--- src/hdl/cqba_pkg.sv ---
`default_nettype none
// ---------------------------------------------------------------------------
// cqba_pkg
// Shared constants, codes and the classified command word for the checked
// queue and buffer access core.
// ---------------------------------------------------------------------------
package cqba_pkg;

  localparam int NUM_QUEUES_DEF   = 8;
  localparam int QUEUE_DEPTH_DEF  = 16;
  localparam int NUM_BUFFERS_DEF  = 8;
  localparam int BUFFER_WORDS_DEF = 64;
  localparam int WORD_BITS_DEF    = 64;

  localparam int ACTION_W = 3;
  localparam int ID_W     = 3;
  localparam int OFFSET_W = 8;
  localparam int DATA_W   = 64;
  localparam int MASK_W   = 8;

  localparam int QDEPTH_REG_W = 5;
  localparam int BWORDS_REG_W = 7;
  localparam int CFG_DATA_W   = 7;
  localparam int CFG_IDX_W    = 1;

  localparam logic [QDEPTH_REG_W-1:0] QDEPTH_RST = 5'd16;
  localparam logic [BWORDS_REG_W-1:0] BWORDS_RST = 7'd64;

  localparam logic [CFG_IDX_W-1:0] REG_QUEUE_DEPTH  = 1'b0;
  localparam logic [CFG_IDX_W-1:0] REG_BUFFER_WORDS = 1'b1;

  localparam logic [ACTION_W-1:0] ACT_ENQ   = 3'd0;
  localparam logic [ACTION_W-1:0] ACT_DEQ   = 3'd1;
  localparam logic [ACTION_W-1:0] ACT_WRITE = 3'd2;
  localparam logic [ACTION_W-1:0] ACT_READ  = 3'd3;

  localparam int FIFO_DEPTH = 2;

  typedef enum logic [2:0] {
    OP_FAIL  = 3'd0,
    OP_ENQ   = 3'd1,
    OP_DEQ   = 3'd2,
    OP_WRITE = 3'd3,
    OP_READ  = 3'd4
  } op_t;

  typedef struct packed {
    op_t                 op;
    logic [ID_W-1:0]     target_id;
    logic [OFFSET_W-1:0] offset;
    logic [DATA_W-1:0]   value;
  } cmd_t;

endpackage
`default_nettype wire

--- src/hdl/cqba_ifs.sv ---
`default_nettype none
// ---------------------------------------------------------------------------
// cqba channel interfaces
// Valid/ready channels for access words in and result words out.
// ---------------------------------------------------------------------------
interface cqba_in_if;
  import cqba_pkg::*;

  logic                valid;
  logic                ready;
  logic [ACTION_W-1:0] action;
  logic [ID_W-1:0]     target_id;
  logic [OFFSET_W-1:0] offset;
  logic [DATA_W-1:0]   value;
  logic [MASK_W-1:0]   queue_permission_mask;
  logic [MASK_W-1:0]   write_permission_mask;
  logic [MASK_W-1:0]   read_permission_mask;

  modport source (
    output valid, action, target_id, offset, value,
    output queue_permission_mask, write_permission_mask, read_permission_mask,
    input  ready
  );

  modport sink (
    input  valid, action, target_id, offset, value,
    input  queue_permission_mask, write_permission_mask, read_permission_mask,
    output ready
  );
endinterface

`default_nettype wire

--- src/hdl/cqba_front.sv ---
`default_nettype none
// ---------------------------------------------------------------------------
// cqba_front
// Accepts access words, checks target range, permission and offset bound,
// and queues the classified command for the back end.
// ---------------------------------------------------------------------------
module cqba_front #(
  parameter int NUM_QUEUES   = cqba_pkg::NUM_QUEUES_DEF,
  parameter int NUM_BUFFERS  = cqba_pkg::NUM_BUFFERS_DEF,
  parameter int BUFFER_WORDS = cqba_pkg::BUFFER_WORDS_DEF
) (
  input  logic                              clk,
  input  logic                              rst_n,
  cqba_in_if.sink                           in_ch,
  input  logic [cqba_pkg::BWORDS_REG_W-1:0] bwords,
  input  logic                              hold,
  output logic                              head_valid,
  output cqba_pkg::cmd_t                    head_cmd,
  input  logic                              pop
);
  import cqba_pkg::*;

  localparam int FP = (FIFO_DEPTH > 1) ? $clog2(FIFO_DEPTH) : 1;
  localparam int FC = $clog2(FIFO_DEPTH + 1);

  cmd_t          fifo_r [FIFO_DEPTH];
  logic [FP-1:0] wr_ptr_r;
  logic [FP-1:0] rd_ptr_r;
  logic [FC-1:0] count_r;

  logic q_ok;
  logic w_ok;
  logic r_ok;
  logic off_ok;
  cmd_t cmd;
  logic push;

  always_comb begin
    off_ok = (int'(in_ch.offset) < int'(bwords)) && (int'(in_ch.offset) < BUFFER_WORDS);
    q_ok   = (int'(in_ch.target_id) < NUM_QUEUES) &&
             in_ch.queue_permission_mask[in_ch.target_id];
    w_ok   = (int'(in_ch.target_id) < NUM_BUFFERS) && off_ok &&
             in_ch.write_permission_mask[in_ch.target_id];
    r_ok   = (int'(in_ch.target_id) < NUM_BUFFERS) && off_ok &&
             in_ch.read_permission_mask[in_ch.target_id];

    cmd.target_id = in_ch.target_id;
    cmd.offset    = in_ch.offset;
    cmd.value     = in_ch.value;
    unique case (in_ch.action)
      ACT_ENQ:   cmd.op = q_ok ? OP_ENQ : OP_FAIL;
      ACT_DEQ:   cmd.op = q_ok ? OP_DEQ : OP_FAIL;
      ACT_WRITE: cmd.op = w_ok ? OP_WRITE : OP_FAIL;
      ACT_READ:  cmd.op = r_ok ? OP_READ : OP_FAIL;
      default:   cmd.op = OP_FAIL;
    endcase
  end

  assign in_ch.ready = (count_r != FC'(FIFO_DEPTH)) && !hold;
  assign push        = in_ch.valid && in_ch.ready;
  assign head_valid  = (count_r != '0);
  assign head_cmd    = fifo_r[rd_ptr_r];

  always_ff @(posedge clk) begin
    if (push) begin
      fifo_r[wr_ptr_r] <= cmd;
    end
  end

  always_ff @(posedge clk) begin
    if (!rst_n) begin
      wr_ptr_r <= '0;
      rd_ptr_r <= '0;
      count_r  <= '0;
    end else begin
      if (push) begin
        wr_ptr_r <= (wr_ptr_r == FP'(FIFO_DEPTH - 1)) ? '0 : wr_ptr_r + FP'(1);
      end
      if (pop) begin
        rd_ptr_r <= (rd_ptr_r == FP'(FIFO_DEPTH - 1)) ? '0 : rd_ptr_r + FP'(1);
      end
      if (push && !pop) begin
        count_r <= count_r + FC'(1);
      end else if (pop && !push) begin
        count_r <= count_r - FC'(1);
      end
    end
  end

endmodule
`default_nettype wire

--- src/flat_wrapper.sv ---
// flat-port wrapper written by rule: the top's interface ports become plain ports
module cqba_front_flat import cqba_pkg::*;
#(
  parameter int NUM_QUEUES   = cqba_pkg::NUM_QUEUES_DEF,
  parameter int NUM_BUFFERS  = cqba_pkg::NUM_BUFFERS_DEF,
  parameter int BUFFER_WORDS = cqba_pkg::BUFFER_WORDS_DEF
)
  (clk, rst_n, bwords, hold, head_valid, head_cmd, pop, in_ch_valid, in_ch_action, in_ch_target_id, in_ch_offset, in_ch_value, in_ch_queue_permission_mask, in_ch_write_permission_mask, in_ch_read_permission_mask, in_ch_ready);
  cqba_in_if in_ch_i ();
  input  logic clk;
  input  logic rst_n;
  input  logic [cqba_pkg::BWORDS_REG_W-1:0] bwords;
  input  logic hold;
  output logic head_valid;
  output cqba_pkg::cmd_t head_cmd;
  input  logic pop;
  input wire logic [$bits(in_ch_i.valid)-1:0] in_ch_valid;
  input wire logic [$bits(in_ch_i.action)-1:0] in_ch_action;
  input wire logic [$bits(in_ch_i.target_id)-1:0] in_ch_target_id;
  input wire logic [$bits(in_ch_i.offset)-1:0] in_ch_offset;
  input wire logic [$bits(in_ch_i.value)-1:0] in_ch_value;
  input wire logic [$bits(in_ch_i.queue_permission_mask)-1:0] in_ch_queue_permission_mask;
  input wire logic [$bits(in_ch_i.write_permission_mask)-1:0] in_ch_write_permission_mask;
  input wire logic [$bits(in_ch_i.read_permission_mask)-1:0] in_ch_read_permission_mask;
  output wire logic [$bits(in_ch_i.ready)-1:0] in_ch_ready;
  assign in_ch_i.valid = in_ch_valid;
  assign in_ch_i.action = in_ch_action;
  assign in_ch_i.target_id = in_ch_target_id;
  assign in_ch_i.offset = in_ch_offset;
  assign in_ch_i.value = in_ch_value;
  assign in_ch_i.queue_permission_mask = in_ch_queue_permission_mask;
  assign in_ch_i.write_permission_mask = in_ch_write_permission_mask;
  assign in_ch_i.read_permission_mask = in_ch_read_permission_mask;
  assign in_ch_ready = in_ch_i.ready;
  cqba_front #(.NUM_QUEUES(NUM_QUEUES), .NUM_BUFFERS(NUM_BUFFERS), .BUFFER_WORDS(BUFFER_WORDS)) u_core (.clk(clk), .rst_n(rst_n), .in_ch(in_ch_i), .bwords(bwords), .hold(hold), .head_valid(head_valid), .head_cmd(head_cmd), .pop(pop));
endmodule
--- config.mk ---
export PLATFORM = sky130hd
export DESIGN_NAME = cqba_front_flat
export DESIGN_NICKNAME = d
export VERILOG_FILES = /design/src/hdl/cqba_pkg.sv /design/src/hdl/cqba_ifs.sv /design/src/hdl/cqba_front.sv /design/src/flat_wrapper.sv
export SDC_FILE = /design/constraint.sdc
export NUM_CORES = 1
export LEC_CHECK = 0
export ABC_AREA = 1
export BUFFER_PORTS_ARGS = -buffer_cell sky130_fd_sc_hd__buf_2
export CORE_MARGIN = 5
export CORE_UTILIZATION = 25
export CTS_CLUSTER_DIAMETER = 100
export DETAILED_ROUTE_END_ITERATION = 10
export PLACE_DENSITY = 0.57
export SLEW_MARGIN = 10
export SYNTH_ARGS = -nofsm -noshare
export SYNTH_HDL_FRONTEND = slang
export SYNTH_SLANG_ARGS = --single-unit
--- constraint.sdc ---
create_clock -name clk -period 5.75 [get_ports clk]
set_clock_uncertainty 0.1 [all_clocks]
set_input_delay 0.575 -clock clk [delete_from_list [all_inputs] [get_ports clk]]
set_output_delay 0.575 -clock clk [all_outputs]
set_load 0.01 [all_outputs]
==> out/metrics.yaml, run 1 <==
clock_tree:
  postCtsSetupBuffers: 0
  clockBufferDepth: 2
  clk_latency_ns: 0.41
  worst_setup_hold_path_clk_slew_ns: 0.06
  cts_hold_buf: 0
  h-tree-depth: 4
  cts.sink_count: 161
  post_cts.resized_instances: 0
  cts_root_buffer: "sky130_fd_sc_hd__clkbuf_16"
  tritoncts_clock_tree: "done"
  cts_buffers: 17
routing:
  drt_first_iter_violations: 122
  via_count_of_the_routed_design: 3663
  ant_nets: 0
  post_drt_wl_per_cell_um: 14.5
  detail_route.first_pass.iterations: 4
  drc: 0
  viasPerCell: 4.01
  routed_wirelength_mm: 13.2
power:
  ir_worst_vdd_mv: 0.124
  power_leakage_nw: 3.24
  cellPowerDensity_nw_per_um2: 321
  total_power_mw: 2.66
sta:
  achievable-frequency_ghz: 0.327
  totalNegativeSetupSlack_ns: 0
  slew-limit-headroom_pct: 27.7
  worst_slew_pin_slew_ns: 1.08
  grt_setup_unrepaired: "no"
  timing.final.max_slew_violations: 0
  setup_violation_total_in_the_final_timing_report: 0
  postLayoutSetupSlackWorst_ns: 2.70
  whs_ns: 0.247
  post_route_fraction_of_the_period_consumed_by_the_critical_path_pct: 53.1
  hold_viol: 0
  finalCriticalPeriod_ns: 3.05
cells_and_area:
  design_area_um2: 8260
  areaGrowthSynthToFinish_pct: 29.4
  postLayoutCoreUtil_pct: 32.8
  post_route_cells_drive_above_1_share_pct: 52.9
  num_antenna_cells: 0
  layout.nets: 692
  layoutNonFillerInstCount: 914
global_route:
  total_routing_usage_gr_pct: 9.10
  vias_in_the_first_global_route: 3790
  antenna_found_initial: 1
  grt.overflow.total: 0
  largest_net_degree_at_the_start_of_global_routing: 79
  grt_first_pass_wirelength_mm: 20.1
placed_design:
  count_of_placed_standard_cells_including_taps: 882
  port-buffer-count: 193
  post_dp_cell_area_um2: 7720
  gp_congestion: 0.773
  post-place-ws_ns: 3.00
  detailed_place_hpwl_mm: 9.03
logic_synthesis:
  synthDistinctLibCells: 20
  ys.warnings.count: 0
  muxShareOfSynthArea_pct: 14.9
  synth.yosys.seq_area_share_pct: 74.9
  synth-xor-area-share_pct: 0
  synth_compound_area_share_pct: 1.68
  ys_top_cells_by_area: "sky130_fd_sc_hd__edfxtp_1, sky130_fd_sc_hd__mux2_2, sky130_fd_sc_hd__mux2_4, sky130_fd_sc_hd__nand2_1, sky130_fd_sc_hd__dfxtp_1"
  synth.net_count: 488
  yosys.cell_count.top_type: "sky130_fd_sc_hd__edfxtp_1"
  post_synth_inst_count: 367
  synth-main-ff-cell: "sky130_fd_sc_hd__edfxtp_1"
  post_synth_and_or_nand_nor_area_fraction_pct: 4.41
  synth_top_family_by_area: "multiplexers"
  synthDominantAreaCellType: "sky130_fd_sc_hd__edfxtp_1"
  synthAdderAreaFrac_pct: 1.37
  syn-mean-instance-area_um2: 17.4
  synth_common_cells: "sky130_fd_sc_hd__edfxtp_1, sky130_fd_sc_hd__mux2_2, sky130_fd_sc_hd__nand2_1, sky130_fd_sc_hd__inv_1, sky130_fd_sc_hd__mux2_4"
  synth_top_cell_area_share_pct: 73.3
  synth_seq_cells: 161
  synth.cell_area_um2: 6390
  synth_async_sr_flop_share_pct: 0
  number_of_flops_mapped_to_enable_cells_by_yosys: 156
floorplanning:
  core_area_um2: 25200
  rows: 58
  dieHeight_um: 170
  design.die.area_um2: 28800
  num_io_pins: 194
  starting_density_of_the_core_pct: 25.4
  horizontal_extent_of_the_die_um: 170
run:
  drv_cap: 0
setup_path:
  reg2reg_depth: 6
  r2r-start: "u_core.count_r[0]"
  cp_data_arrival_time_ns: 2.38
  timing.critical_path.fanout_max: 48
  crit_path_end_kind: "output port"
  timing.setup.critical_path_class: "reg2out"
  timing.critical_path.from_type: "register"
  critPathRequiredTime_ns: 5.08
status:
  status: "completed"
worst_hold_path:
  hold-path-cell-count: 1
  hp-class: "in2reg"
  min_from: "in_ch_value[61]"
[layer usage]
layer  vias up  wire (µm)  part of all wire [%]  global-route usage, %
met3        13       1210                   9.1                   3.74
met2       152       5770                    44                   13.4
met1      1715       6070                    46                   12.2
li1       1781          -                     -                      -
met5         -         13                 0.098                      0
met4         2        162                   1.2                   2.94
[critical path, cell delays in order, from the launching register on]
cell,delay [ns]
sky130_fd_sc_hd__dfxtp_4,0.68
sky130_fd_sc_hd__buf_4,0.64
sky130_fd_sc_hd__mux2_2,0.42
sky130_fd_sc_hd__buf_2,0.15
[power breakdown]
group,switching [mW],internal (mW)
combinational,0.139,0.124
sequential,0.0175,1.34
clock,0.441,0.593
[registers in the layout, summed over array words and instances (netlist names), named ones only]
name             flops
u_core.fifo_r      156
u_core.count_r       2
u_core.rd_ptr_r      1
u_core.wr_ptr_r      1
[final cells by class]
| type | instances | area, µm² |
|---|---|---|
| multi-input combinational | 173 | 1450 |
| clock buffer | 18 | 429 |
| inverter | 21 | 78.8 |
| clock inverter | 14 | 113 |
| fill | 2481 | 16900 |
| tap | 330 | 413 |
| sequential | 161 | 4790 |
| timing repair buffer | 197 | 996 |
[layout by cell type (no fill, tap or decap), drive strengths merged]
cell and instances:
o211ai 2, nor3 5, mux2 78, o21ai 9
clkinvlp 2, edfxtp 156, a21oi 8, buf 197
o31ai 1, clkinv 8, clkbuf 18, nand3 9
nand2 37, nand4 1, bufinv 1, ha 7
nor2 16, inv 24, dfxtp 5
[kinds of logic (layout without fill, tap and decap cells)]
group,count (synthesis),after routing
adders and majority gates,7,7
DFF,161,161
buffers and inverters,33,250
AOI/OAI and AO/OA,20,20
muxes,78,78
and+or+nand+nor,68,68
[worst paths after layout]
check                         endpoint  slack [ns]
setup / recovery          head_cmd[48]        2.70
hold / removal    u_core.fifo_r[1][61]        0.25
setup reg to reg  u_core.fifo_r[0][16]        3.33
hold reg to reg               register        0.41
(Power assumes the default switching activity.)
==> run 2, diff against run 1 <==
==> constraint.sdc (replaced) <==
create_clock -name clk -period 3.13 [get_ports clk]
set_clock_uncertainty 0.1 [all_clocks]
set_input_delay 0.313 -clock clk [delete_from_list [all_inputs] [get_ports clk]]
set_output_delay 0.313 -clock clk [all_outputs]
set_load 0.01 [all_outputs]
==> run 2 against run 1 <==
Highest routed layer is now met4. Via count up 6.4%. Non-clock buffer count up 70. Register-to-register slack worse by 2.2 ns. Final cell count up 7.8%. Final area up 9.4%.
==> out/metrics.yaml, run 2 (same netlist as run 1, synthesis figures left out) <==
status:
  status: "completed"
floorplanning:
  rows: 58  # unchanged
  design.die.area_um2: 28800  # unchanged
  core_area_um2: 25200  # unchanged
  starting_density_of_the_core_pct: 25.4  # unchanged
  dieHeight_um: 170  # unchanged
  horizontal_extent_of_the_die_um: 170  # unchanged
  num_io_pins: 194  # unchanged
routing:
  via_count_of_the_routed_design: 3896  # +6.4%
  drc: 0  # unchanged
  drt_first_iter_violations: 137  # +12%
  routed-wl-met3_mm: 1.23  # +1.7%
  detail_route.first_pass.iterations: 4  # unchanged
  wirelength_met1_mm: 6.23  # +2.6%
  ant_nets: 0  # unchanged
  highest_routed_layer: "met4"
  routed_wirelength_mm: 14.2  # +7.2%
  post_drt_wl_per_cell_um: 14.4  # -0.57%
  met2_length_mm: 6.53  # +13%
  viasPerCell: 3.96  # -1.3%
setup_path:
  critical_path.n_buffers_inverters: 2  # unchanged
  crit_path_end_kind: "output port"
  critical_path.cell_chain: "buf_4 -> mux2_2 -> buf_2"
  path_delay_family: "flip-flops"
  timing.critical_path.from_type: "register"
  timing.setup.critical_path_class: "reg2out"
  cp_data_arrival_time_ns: 2.01  # -0.37 ns
  delay_of_the_slowest_cell_on_the_worst_path_ns: 0.74  # +0.06 ns
  timing.critical_path.fanout_max: 34  # -29%
  critPathRequiredTime_ns: 2.72  # -2.36 ns
  crit_path_top_delay_cell: "sky130_fd_sc_hd__dfxtp_4"
cells_and_area:
  largestRegisters: "u_core.fifo_r x156, u_core.count_r x2"
  final_cell_mix: "sky130_fd_sc_hd__buf_2, sky130_fd_sc_hd__edfxtp_1, sky130_fd_sc_hd__dlygate4sd3_1"
  mostFrequentLayoutCell: "sky130_fd_sc_hd__buf_2"
  multi_input_area_um2: 1450  # unchanged
  layoutNonFillerInstCount: 985  # +7.8%
  areaGrowthSynthToFinish_pct: 41.5
  layout.nets: 762  # +10%
  post_route_cells_drive_above_1_share_pct: 47.4  # -5.5 points
  area.sequential_um2: 4790  # unchanged
  nFillCells: 2436  # -1.8%
  postLayoutCoreUtil_pct: 35.9  # +3.1 points
  largest-register: "u_core.fifo_r"
  max_reg_flops: 156  # unchanged
clock_tree:
  post_cts.resized_instances: 0  # unchanged
  cts_hold_buf: 69  # +69
  cts_root_buffer: "sky130_fd_sc_hd__clkbuf_16"
  cts_buffers: 17  # unchanged
  worst_setup_hold_path_clk_slew_ns: 0.06  # about the same
  cts.sink_count: 161  # unchanged
  clk_latency_ns: 0.41  # about the same
  tritoncts_clock_tree: "done"
  postCtsSetupBuffers: 0  # unchanged
  h-tree-depth: 4  # unchanged
  clockBufferDepth: 2  # unchanged
sta:
  hold_viol: 0  # unchanged
  grt_setup_unrepaired: "no"
  slew-limit-headroom_pct: 54.5  # +27 points
  setup_violation_total_in_the_final_timing_report: 0  # unchanged
  post_route_fraction_of_the_period_consumed_by_the_critical_path_pct: 77.3
  finalCriticalPeriod_ns: 2.42
  achievable-frequency_ghz: 0.414
  timing.final.max_slew_violations: 0  # unchanged
  worst_slew_pin_slew_ns: 0.682  # -0.403 ns
placed_design:
  port-buffer-count: 193  # unchanged
  detailed_place_hpwl_mm: 9.20  # +2.0%
  count_of_placed_standard_cells_including_taps: 883  # +0.11%
  gp_congestion: 0.737  # -4.6%
global_route:
  total_routing_usage_gr_pct: 9.74  # +0.64 points
  vias_in_the_first_global_route: 4102  # +8.2%
  antenna_found_initial: 1  # unchanged
  grt.overflow.total: 0  # unchanged
  largest_net_degree_at_the_start_of_global_routing: 79  # unchanged
  grt_first_pass_wirelength_mm: 21.8  # +8.5%
worst_hold_path:
  hp-class: "in2reg"
power:
  cellPowerDensity_nw_per_um2: 568  # +77%
  ir_worst_vdd_mv: 0.298  # +140%
  power_leakage_nw: 3.57  # +10%
run:
  drv_cap: 0  # unchanged
## run 2: changes by cell type in the layout (fill, tap and decap cells not counted), sizes merged
cell         change
buf              +1
bufinv           +2
clkbuf           -1
clkinv           +1
clkinvlp         -1
diode            +1
dlygate4sd3     +69
inv              -1
## run 2: path summary, 6_finish.rpt
path / from / end / slack [ns] / cells after the start
worst max register to register: u_core.count_r[0] / u_core.fifo_r[0][26] / 1.14 / 5
worst min-delay path: in_ch_offset[2] / u_core.fifo_r[1][66] / 0.02 / 1
worst min register to register: u_core.count_r[1] / u_core.count_r[1] / 0.41 / 2
worst max-delay path: register / head_cmd[51] / 0.71 / 3
## run 2: metal layers
metal | GRT usage [%] | vias to the layer above
met2 | 15.7 | 143
li1 | - | 1924
met5 | 0 | -
met4 | 3.05 | 0
met1 | 12.1 | 1815
met3 | 3.81 | 14
## run 2: worst register-to-register path, stage by stage, from the launching register on
cell and delay, ns:
sky130_fd_sc_hd__dfxtp_1 0.31, sky130_fd_sc_hd__inv_1 0.08, sky130_fd_sc_hd__a21oi_1 0.18, sky130_fd_sc_hd__nand2_1 0.22, sky130_fd_sc_hd__nor2_4 0.14, sky130_fd_sc_hd__buf_4 0.56
## run 2: area by class of cell
| cell class | instances | share of cell area (%) |
|---|---|---|
| inverters | 21 | 0.872 |
| repair buffers | 267 | 19.0 |
| clock inverters | 15 | 1.84 |
| diodes | 1 | 0.0277 |
| clock buffers | 17 | 4.71 |
| well taps | 330 | 4.57 |
| multi-input cells | 173 | 16.0 |
| flip-flops and latches | 161 | 53.0 |
## run 2: power breakdown
group | internal, mW | leakage (nW) | switching, mW
Combinational | 0.289 | 1.81 | 0.266
Sequential | 2.46 | 1.47 | 0.0355
Clock | 1.25 | 0.291 | 0.824
## run 2: through the flow
stage | area, µm² | worst slack [ns] | hold WS [ns] | power (mW) | setup TNS (ns)
after floorplan | 6390 | -0.253 | 0.312 | 2.82 | -39.53
after global placement | 7750 | 1.09 | 0.377 | 3.04 | 0
after detailed placement | 7750 | 1.08 | 0.386 | 3.04 | 0
after CTS | 9040 | 0.622 | 0.000675 | 5.22 | 0
after global routing | 9040 | 0.574 | 0.00271 | 5.36 | 0
final | 9040 | 0.712 | 0.0182 | 5.13 | 0
==> run 3, diff against run 2 <==
==> constraint.sdc (replaced) <==
create_clock -name clk -period 2.47 [get_ports clk]
set_clock_uncertainty 0.1 [all_clocks]
set_input_delay 0.247 -clock clk [delete_from_list [all_inputs] [get_ports clk]]
set_output_delay 0.247 -clock clk [all_outputs]
set_load 0.01 [all_outputs]
==> run 3 against run 2 <==
Flip-flop and latch count is the same. Largest cell class unchanged. Sequential share of layout area shrank 0.48 points. Critical path type unchanged. Critical path depth is the same. Core utilization grew 0.33 points. Wire length shrank 4.1%. Total power grew 25%. Via count grew 0.64%. Final area grew 0.91%. Register-to-register slack lost 0.32 ns. Clock power grew 21%. Combinational power grew 34%. Clock-buffer cell count grew 4.
==> out/metrics.yaml, run 3 (same netlist as run 1, synthesis figures left out) <==
clock_tree:
  clk_latency_ns: 0.41  # about the same
  cts_hold_buf: 75  # +8.7%
  post_cts.resized_instances: 0  # unchanged
  cts.sink_count: 161  # unchanged
  cts_buffers: 17  # unchanged
  tritoncts_clock_tree: "done"
  clockBufferDepth: 2  # unchanged
  cts_root_buffer: "sky130_fd_sc_hd__clkbuf_16"
  h-tree-depth: 4  # unchanged
  worst_setup_hold_path_clk_slew_ns: 0.06  # about the same
  postCtsSetupBuffers: 0  # unchanged
global_route:
  vias_in_the_first_global_route: 4135  # +0.80%
  antenna_found_initial: 0  # -1
  grt_first_pass_wirelength_mm: 21.2  # -3.0%
  total_routing_usage_gr_pct: 9.34  # -0.39 points
  grt.overflow.total: 0  # unchanged
  largest_net_degree_at_the_start_of_global_routing: 40  # -49%
floorplanning:
  starting_density_of_the_core_pct: 25.4  # unchanged
  design.die.area_um2: 28800  # unchanged
  dieHeight_um: 170  # unchanged
  horizontal_extent_of_the_die_um: 170  # unchanged
  num_io_pins: 194  # unchanged
  core_area_um2: 25200  # unchanged
  rows: 58  # unchanged
sta:
  achievable-frequency_ghz: 0.512
  grt_setup_unrepaired: "no"
  whs_ns: 0.0708  # +0.0525 ns
  post_route_fraction_of_the_period_consumed_by_the_critical_path_pct: 79.1
  finalCriticalPeriod_ns: 1.95
  totalNegativeSetupSlack_ns: 0  # unchanged
  timing.final.max_slew_violations: 0  # unchanged
  setup_violation_total_in_the_final_timing_report: 0  # unchanged
  worst_slew_pin_slew_ns: 0.287  # -0.395 ns
  slew-limit-headroom_pct: 80.9  # +26 points
  hold_viol: 0  # unchanged
power:
  power_leakage_nw: 3.58  # +0.30%
  ir_worst_vdd_mv: 0.312  # +4.8%
  cellPowerDensity_nw_per_um2: 701  # +23%
routing:
  routed_wirelength_mm: 13.6  # -4.1%
  ant_nets: 0  # unchanged
  via_count_of_the_routed_design: 3921  # +0.64%
  drc: 0  # unchanged
  post_drt_wl_per_cell_um: 13.7  # -4.5%
  viasPerCell: 3.96  # +0.13%
  detail_route.first_pass.iterations: 4  # unchanged
  drt_first_iter_violations: 187  # +36%
cells_and_area:
  nFillCells: 2397  # -1.6%
  max_reg_flops: 156  # unchanged
  layout.nets: 769  # +0.92%
  areaGrowthSynthToFinish_pct: 42.8
  post_route_cells_drive_above_1_share_pct: 46.8  # -0.58 points
  final_cell_mix: "sky130_fd_sc_hd__buf_2, sky130_fd_sc_hd__edfxtp_1, sky130_fd_sc_hd__dlygate4sd3_1"
  largest-register: "u_core.fifo_r"
  num_antenna_cells: 0  # -1
  mostFrequentLayoutCell: "sky130_fd_sc_hd__buf_2"
  largestRegisters: "u_core.fifo_r x156, u_core.count_r x2"
  postLayoutCoreUtil_pct: 36.2  # +0.33 points
setup_path:
  timing.critical_path.from_type: "register"
  timing.setup.critical_path_class: "reg2out"
  timing.critical_path.fanout_max: 39  # +15%
  critPathRequiredTime_ns: 2.12  # -0.60 ns
  delay_of_the_slowest_cell_on_the_worst_path_ns: 0.39  # -0.35 ns
  critical_path.cell_chain: "buf_12 -> mux2_2 -> buf_2"
  crit_path_end_kind: "output port"
  cp_data_arrival_time_ns: 1.61  # -0.40 ns
  crit_path_top_delay_cell: "sky130_fd_sc_hd__mux2_2"
placed_design:
  port-buffer-count: 193  # unchanged
  detailed_place_hpwl_mm: 9.15  # -0.63%
  gp_congestion: 0.763  # +3.6%
run:
  drv_cap: 0  # unchanged
worst_hold_path:
  hp-class: "in2reg"
status:
  status: "completed"
-- run 3: final cells by class --
type	count	area [µm²]	area share (%)
flip-flops and latches	161	4790	52.5
repair buffers	274	1840	20.1
multi-input cells	173	1450	15.9
clock buffers	21	440	4.83
well taps	330	413	4.53
clock inverters	10	113	1.23
inverters	21	78.8	0.864
-- run 3: routing by layer --
layer | share of wire (%) | GRT usage [%] | vias up
met2 | 49 | 16.3 | 128
met5 | 0 | 0 | -
met3 | 7.9 | 3.81 | 4
li1 | - | - | 1934
met4 | 0.46 | 1.79 | 0
met1 | 43 | 10.9 | 1855
-- run 3: final timing paths --
path / start / to / slack [ns] / depth (start not counted)
hold / removal: in_ch_target_id[1] / u_core.fifo_r[1][73] / 0.07 / 1
hold reg to reg: u_core.count_r[1] / u_core.count_r[1] / 0.40 / 2
setup reg to reg: u_core.count_r[0] / u_core.count_r[1] / 0.82 / 9
setup / recovery: register / head_cmd[21] / 0.52 / 3
-- run 3: power by group --
part	internal [mW]	switching [mW]	leakage, nW
combinational	0.386	0.356	1.85
sequential	3.12	0.0244	1.47
clock	1.48	1.02	0.259
-- run 3: critical path, delay by kind of cell, from the launching register on --
family / cells / cell delay [ns]
flip-flops: 1 / 0.37
multiplexers: 1 / 0.39
buffers and inverters: 2 / 0.39
-- run 3: through the flow --
step	power [mW]	worst slack, ns	std cells	cell area [µm²]
global placement	3.86	0.825	884	7820
floorplan	3.57	0.0392	367	6410
finish	6.39	0.516	990	9120
detailed placement	3.87	0.839	884	7820
global route	6.67	0.432	990	9120
CTS	6.51	0.468	990	9120
